[config.mk]
export PLATFORM = sky130hd
export DESIGN_NAME = iirdf1_ctrl
export DESIGN_NICKNAME = d
export VERILOG_FILES = /design/src/design/iirdf1_pkg.sv /design/src/design/iirdf1_ctrl.sv
export SDC_FILE = /design/constraint.sdc
export NUM_CORES = 1
export LEC_CHECK = 0
export BUFFER_PORTS_ARGS = -buffer_cell sky130_fd_sc_hd__buf_2
export CORE_ASPECT_RATIO = 1.1
export CORE_MARGIN = 3
export CORE_UTILIZATION = 30
export DETAILED_ROUTE_END_ITERATION = 16
export GPL_ROUTABILITY_DRIVEN = 1
export PLACE_DENSITY_LB_ADDON = 0.1
export SLEW_MARGIN = 40
export SYNTH_ARGS = -nofsm -noshare
export SYNTH_HDL_FRONTEND = slang
export SYNTH_SLANG_ARGS = --single-unit
[constraint.sdc]
create_clock -name clock -period 1.5 [get_ports clock]
set_input_delay 0.375 -clock clock [delete_from_list [all_inputs] [get_ports clock]]
set_output_delay 0.375 -clock clock [all_outputs]
set_load 0.01 [all_outputs]
[src/design/iirdf1_pkg.sv]
package iirdf1_pkg;

   localparam int DEFAULT_TAPS = 20;
   localparam int SAMPLE_W     = 24;
   localparam int COEF_W       = 32;
   localparam int PROD_W       = SAMPLE_W + COEF_W;
   localparam int FRAC_SHIFT   = 24;
   localparam int INDEX_W      = 5;
   localparam int FUNC_W       = 2;

   localparam logic [SAMPLE_W-1:0] SAMPLE_MAX = {1'b0, {(SAMPLE_W-1){1'b1}}};
   localparam logic [SAMPLE_W-1:0] SAMPLE_MIN = {1'b1, {(SAMPLE_W-1){1'b0}}};

   typedef enum logic [FUNC_W-1:0] {
      FUNC_SAMPLE = 2'd0,
      FUNC_WR_FF  = 2'd1,
      FUNC_WR_FB  = 2'd2
   } func_type;

   typedef enum logic [2:0] {
      ST_IDLE,
      ST_MAC,
      ST_DRAIN1,
      ST_DRAIN2,
      ST_ROUND
   } state_type;

   typedef struct packed {
      logic sample_load;
      logic mac_issue;
      logic mac_fb;
      logic ff_write;
      logic fb_write;
      logic publish;
   } cmd_type;

   typedef struct packed {
      logic out_free;
   } status_type;

endpackage

[src/design/iirdf1_ctrl.sv]
module iirdf1_ctrl
   import iirdf1_pkg::*;
#(
   parameter int TAPS = DEFAULT_TAPS
) (
   input  logic                 clock,
   input  logic                 reset,
   input  logic                 req_valid,
   input  logic [FUNC_W-1:0]    req_func,
   output logic                 req_ready,
   input  status_type           stat,
   output cmd_type              cmd,
   output logic [((TAPS > 1) ? $clog2(TAPS) : 1)-1:0] mac_tap
);

   localparam int TAP_W = (TAPS > 1) ? $clog2(TAPS) : 1;
   localparam int CNT_W = TAP_W + 1;

   state_type          state_ff, state_in;
   logic [CNT_W-1:0]   cnt_ff, cnt_in;
   logic               last_step;

   // Even counts are feedforward taps, odd counts are feedback taps.
   assign mac_tap   = cnt_ff[CNT_W-1:1];
   assign last_step = (cnt_ff[CNT_W-1:1] == TAP_W'(TAPS - 1)) && cnt_ff[0];

   always_comb begin
      state_in = state_ff;
      cnt_in   = cnt_ff;
      case (state_ff)
         ST_IDLE: begin
            cnt_in = '0;
            if (req_valid && (req_func == FUNC_SAMPLE)) begin
               state_in = ST_MAC;
            end
         end
         ST_MAC: begin
            cnt_in = cnt_ff + 1'b1;
            if (last_step) begin
               state_in = ST_DRAIN1;
            end
         end
         ST_DRAIN1: state_in = ST_DRAIN2;
         ST_DRAIN2: state_in = ST_ROUND;
         ST_ROUND: begin
            if (stat.out_free) begin
               state_in = ST_IDLE;
            end
         end
         default: state_in = ST_IDLE;
      endcase
   end

   always_comb begin
      cmd       = '0;
      req_ready = 1'b0;
      case (state_ff)
         ST_IDLE: begin
            req_ready       = 1'b1;
            cmd.sample_load = req_valid && (req_func == FUNC_SAMPLE);
            cmd.ff_write    = req_valid && (req_func == FUNC_WR_FF);
            cmd.fb_write    = req_valid && (req_func == FUNC_WR_FB);
         end
         ST_MAC: begin
            cmd.mac_issue = 1'b1;
            cmd.mac_fb    = cnt_ff[0];
         end
         ST_ROUND: begin
            cmd.publish = stat.out_free;
         end
         default: ;
      endcase
   end

   always_ff @(posedge clock) begin
      if (reset) begin
         state_ff <= ST_IDLE;
         cnt_ff   <= '0;
      end else begin
         state_ff <= state_in;
         cnt_ff   <= cnt_in;
      end
   end

endmodule

==> impl_metrics.ini, run 1 <==
[status]
outcome = complete, but fails checks
violations = negative setup slack

[synthesis]
syn_area_um2 = 536
avgSynthCellArea_um2 = 8.37
synth-seq-cells = 9
synthCells = 64
synth_ff_type = dfxtp_1
ys_types = 32
synth-seq-area-share_pct = 33.6
syn-num-nets = 71
ys_warn_count = 0
synthArstFlopShare_pct = 0
synth_edf_count = 0

[pwr]
powerDensity_nw_per_um2 = 671
cellLeakagePower_nw = 0.319
irDropWorstVdd_uv = 453
totalPowerFinal_mw = 0.489

[sta]
skew_ps = 0.537
worstMarginPinSlew_ps = 297
rsz0062_at_grt = yes
setup-tns-final_ps = -151
setup_viol = 4
fin_crit_sh_pct = 104
period_minus_slack_ps = 1560
slew_headroom_pct = 80.0
final_hold_viol_count = 0
fmaxAchievable_mhz = 643
finalMaxSlewViolations = 0
setup_ws_ps = -56.0

[place]
pre_cts_slack_ps = 82.3
dpl-instance-area_um2 = 662
dp_hpwl_um = 1030
globalplace.congestion = 0.754
portBuffers = 17

[cts]
hold_buffers = 0
clock_path_buffers = 2
cts.sinks = 9
cts_tree = built
clk_pin_slew_ps = 60
cts-root-buf = clkbuf_4
cts_made_buffers = 3
h-tree-depth = 1
insertion_delay_ps = 260

[global_route]
grt-ovfl-total = 0
grt_max_degree = 10
grt_pass1_vias = 475
grt_antenna_before_repair = 0
grt_first_pass_wirelength_um = 2190
groute.usage.overall_pct = 13.0

[floorplan]
num_rows = 15
die_h_um = 50.3
fp.dieArea_um2 = 2330
initial_core_util_pct = 32.8
core_um2 = 1630
ios = 18
die_width_um = 46.3

[routing]
dr.max_layer_used = met4
wl_met2_um = 664
remaining_drc_errors = 0
routed_wl_um = 1370
wl_met3_um = 100
wire_per_inst_um = 13.0
m1WireLength_um = 593
ant_nets = 0
drt_first_pass_iters = 4
vias = 557
drt-vias-per-instance = 5.30
drtIter0Drc = 17

[worst_setup_path]
r2r_slack_ps = 140
critPathLaunch = state_ff[1]$_SDFFE_PP0P_
endpoint = cmd[2]
worstSetupStartpointType = register
cp.arrival_ps = 1180
cp_max_fo = 8
rr_endpoint = cnt_ff[5]$_SDFFE_PP0N_
reg2reg_depth = 3
end_kind = output port
critical_path_class = reg -> out
reg2reg_from = state_ff[2]$_SDFFE_PP0P_
required_ps = 1120

[finish]
fillers = 165
syn_to_final_growth_pct = 36.0
drive_gt1_share_pct = 46.6
finalNetCount = 96
fin_area_um2 = 728
antenna_cells = 0

[min_path]
holdCritPathClass = in -> reg

[flow_run]
maxCapViolations = 0
==> sequential cells by signal (all words and copies together) (netlist names) <==
signal and flops:
cnt_ff 6, state_ff 3
==> per-stage QoR <==
| stage | utilization [%] | hold WS [ps] | cells |
|---|---|---|---|
| 4_1_cts | 42.9 | 336 | 104 |
| 3_3_place_gp | 40.5 | 492 | 100 |
| 6_report | 44.6 | 347 | 105 |
| 3_5_place_dp | 40.5 | 500 | 100 |
| 5_1_grt | 44.6 | 337 | 105 |
| 2_1_floorplan | - | 444 | 64 |
==> area by class of cell <==
type | instances | area [um2] | share of cell area (%)
clock buffer | 4 | 26.3 | 3.61
timing repair buffer | 27 | 173 | 23.7
inverter | 2 | 7.51 | 1.03
tap | 17 | 21.3 | 2.92
multi-input combinational | 46 | 312 | 42.8
sequential | 9 | 189 | 25.9
==> kinds of logic after synthesis <==
group / Yosys count / synth area share [%]
AOI/OAI and AO/OA: 12 / 12.9
xor gates and xnor gates: 1 / 1.64
adders and majority gates: 1 / 2.34
buffers and inverters: 9 / 11.2
DFF: 9 / 33.6
and+or+nand+nor: 32 / 38.3
==> per-layer routing <==
| metal | vias to the layer above | global-route usage, % |
|---|---|---|
| met3 | 2 | 5.73 |
| met4 | 0 | 4.27 |
| met2 | 20 | 19.3 |
| li1 | 283 | - |
| met5 | - | 0 |
| met1 | 252 | 16.5 |
==> Yosys cell counts, types with 2 or more instances <==
master / count / area share, %
nand2_1: 4 / 2.8
buf_4: 5 / 7.0
inv_1: 2 / 1.4
and4b_1: 2 / 3.7
nand3_1: 4 / 3.7
nor2_1: 5 / 3.5
dfxtp_1: 9 / 34
a21oi_1: 6 / 5.6
or4b_2: 2 / 3.7
or4_1: 2 / 2.8
nand3b_1: 2 / 2.8
==> layout by cell type (no fill, tap or decap), types with 2 or more instances in the layout <==
| cell | netlist | routed |
|---|---|---|
| a21oi_1 | 6 | 6 |
| dfxtp_4 | 0 | 2 |
| clkbuf_4 | 0 | 3 |
| inv_1 | 2 | 2 |
| nor2_1 | 5 | 4 |
| or4b_2 | 2 | 2 |
| nand3_1 | 4 | 4 |
| buf_6 | 1 | 2 |
| and4b_1 | 2 | 2 |
| nand2_1 | 4 | 4 |
| buf_2 | 0 | 15 |
| nand3b_1 | 2 | 2 |
| or4_1 | 2 | 2 |
| dfxtp_1 | 9 | 6 |
| buf_4 | 5 | 10 |
==> timing repair <==
item,4_1_cts,5_1_grt
resized for setup,5,6
endpoints found under the setup margin,7,7
pin swaps,1,2
buffers inserted,0,1
hold endpoints to repair,0,0
==> worst max-delay path, cell delays in order, from the launching register on <==
cell	delay [ps]
dfxtp_4	370
nor3_4	210
and4b_1	200
buf_2	130
==> worst min path at each step <==
stage / start / endpoint / cells after the start
after global placement: cnt_ff[5]$_SDFFE_PP0N_ / cnt_ff[5]$_SDFFE_PP0N_ / 2
after CTS: reset / state_ff[2]$_SDFFE_PP0P_ / 2
after global routing: reset / state_ff[2]$_SDFFE_PP0P_ / 2
final: reset / state_ff[2]$_SDFFE_PP0P_ / 2
after detailed placement: cnt_ff[5]$_SDFFE_PP0N_ / cnt_ff[5]$_SDFFE_PP0N_ / 2
after floorplan: reset / cnt_ff[1]$_SDFFE_PP0N_ / 1
==> where the power goes <==
group / internal [mW] / total [mW] / switching (mW)
Sequential: 0.238 / 0.242 / 0.00409
Combinational: 0.0273 / 0.0529 / 0.0256
Clock: 0.103 / 0.193 / 0.0905
No activity file was read; power rests on OpenSTA's default activity.
==> run 2, diff against run 1 <==
--- a/config.mk
+++ b/config.mk
@@ -12,6 +12,7 @@
 export DETAILED_ROUTE_END_ITERATION = 16
 export GPL_ROUTABILITY_DRIVEN = 1
 export PLACE_DENSITY_LB_ADDON = 0.1
+export SETUP_SLACK_MARGIN = 0.15
 export SLEW_MARGIN = 40
 export SYNTH_ARGS = -nofsm -noshare
 export SYNTH_HDL_FRONTEND = slang
==> run 2 against run 1 <==
Net effect:
- the flow still finishes with violations (negative setup slack)
- via count fell by 0.18%
- core utilization rose by 1.5 points
- clock power barely moved
- sequential share of layout area fell by 0.15 points
- non-clock buffer count did not move
- largest cell class unchanged
- clock skew rose by 1.9 ps
- die area did not move
- global-route usage rose by 0.45 points
- critical path depth did not move
- hold slack improved by 5.9 ps
- cell area rose by 3.3%
==> impl_metrics.ini, run 2 (same netlist as run 1, synthesis figures left out) <==
[status]
outcome = complete, but fails checks
violations = negative setup slack

[sta]
setup_viol = 3
fmaxAchievable_mhz = 646
skew_ps = 2.43
final_hold_viol_count = 0
fin_crit_sh_pct = 103
rsz0062_at_grt = yes
finalMaxSlewViolations = 0
period_minus_slack_ps = 1550
worstMarginPinSlew_ps = 288
setup_ws_ps = -48.0
slew_headroom_pct = 80.6

[pwr]
powerDensity_nw_per_um2 = 638
power_frac_comb_pct = 9.4
power.switching_mw = 0.118
irDropWorstVdd_uv = 374
swShare_pct = 24.6
cellLeakagePower_nw = 0.324
clkPwrFrac_pct = 40.0
p_int_mw = 0.362
p_seq_share_pct = 50.6
totalPowerFinal_mw = 0.480

[place]
portBuffers = 17
dp_hpwl_um = 997
pre_cts_slack_ps = 102
globalplace.congestion = 0.762

[worst_setup_path]
cpLargestDelayFamily = simple AND/OR/NAND/NOR gates
cp_max_fo = 5
crit_buf_inv = 1
cp.arrival_ps = 1170
crit_chain = nor3_4, and4b_1, buf_2
worstSetupStartpointType = register
cp_slowest_cell = dfxtp_4
required_ps = 1120
critical_path_class = reg -> out
cpPeakStageDelay_ps = 370
end_kind = output port

[cts]
h-tree-depth = 1
clock_path_buffers = 2
cts_made_buffers = 3
insertion_delay_ps = 260
cts-root-buf = clkbuf_4
cts_tree = built
cts.sinks = 9
clk_pin_slew_ps = 70
hold_buffers = 0

[finish]
largest-register = cnt_ff
drive_gt1_share_pct = 54.5
largest_register_ffs = 6
syn_to_final_growth_pct = 40.4
antenna_cells = 0
top_regs = cnt_ff: 6 flops, state_ff: 3 flops
mostFrequentLayoutCells = buf_2 (16), buf_4 (9)
layout_commonest_cell = buf_2
finalNetCount = 96

[floorplan]
initial_core_util_pct = 32.8
core_um2 = 1630
die_h_um = 50.3
ios = 18
die_width_um = 46.3
fp.dieArea_um2 = 2330
num_rows = 15

[global_route]
grt_max_degree = 10
grt-ovfl-total = 0
grt_first_pass_wirelength_um = 2330
groute.usage.overall_pct = 13.5
grt_pass1_vias = 531
grt_antenna_before_repair = 0

[routing]
remaining_drc_errors = 0
vias = 556
ant_nets = 0
wire_per_inst_um = 12.6
drt-vias-per-instance = 5.30
drtIter0Drc = 6
routed_wl_um = 1320
drt_first_pass_iters = 4

[min_path]
holdCritPathClass = in -> reg

[flow_run]
maxCapViolations = 0
run 2: worst paths after layout:
| kind | startpoint | end | slack [ps] | depth (start not counted) |
|---|---|---|---|---|
| setup / recovery | state_ff[1]$_SDFFE_PP0P_ | cmd[1] | -50 | 3 |
| hold / removal | reset | state_ff[2]$_SDFFE_PP0P_ | 350 | 2 |
| setup reg to reg | state_ff[2]$_SDFFE_PP0P_ | cnt_ff[3]$_SDFFE_PP0N_ | 140 | 4 |
| hold reg to reg | cnt_ff[2]$_SDFFE_PP0N_ | cnt_ff[2]$_SDFFE_PP0N_ | 510 | 2 |
run 2: final cells by class:
class                   instances  area, um2
fillers                       173        881
multi-input cells              46        333
flip-flops and latches          9        194
repair buffers                 27        170
clock buffers                   4       26.3
well taps                      17       21.3
inverters                       2       7.51
run 2: metal layers:
layer	vias up	part of all wire (%)	track usage [%]
met4	0	0.45	5.69
met5	-	0	0
met2	15	46	19.7
met1	257	47	17.6
met3	2	6.4	4.30
li1	282	-	-
run 2: worst reg2reg max path: stages (launching register included):
cell	delay, ps
dfxtp_4	370
or2_4	280
buf_6	130
or4_4	400
a31oi_1	130
run 2: power by group through the flow:
stage / clock network [mW] / logic (mW) / registers, mW
3_3_place_gp: 0 / 0.0423 / 0.252
5_1_grt: 0.222 / 0.0511 / 0.243
2_1_floorplan: 0 / 0.0231 / 0.248
6_report: 0.192 / 0.0451 / 0.243
4_1_cts: 0.200 / 0.0433 / 0.243
3_5_place_dp: 0 / 0.0421 / 0.252
run 2: what timing repair did:
item	CTS	global route
gates resized for setup	11	7
buffers inserted	4	1
setup endpoints to repair	9	11
pin swaps	8	4
run 2: metrics by stage:
stage / hold slack, ps / utilization, % / cell area, um2 / instances / setup TNS [ps]
after floorplan: 444 / - / 542 / 64 / 0
after global placement: 502 / 38.8 / 633 / 96 / 0
after detailed placement: 509 / 38.8 / 633 / 96 / 0
after CTS: 349 / 44.4 / 724 / 104 / -166
after global routing: 348 / 46.1 / 752 / 105 / -507
final: 353 / 46.1 / 752 / 105 / -124
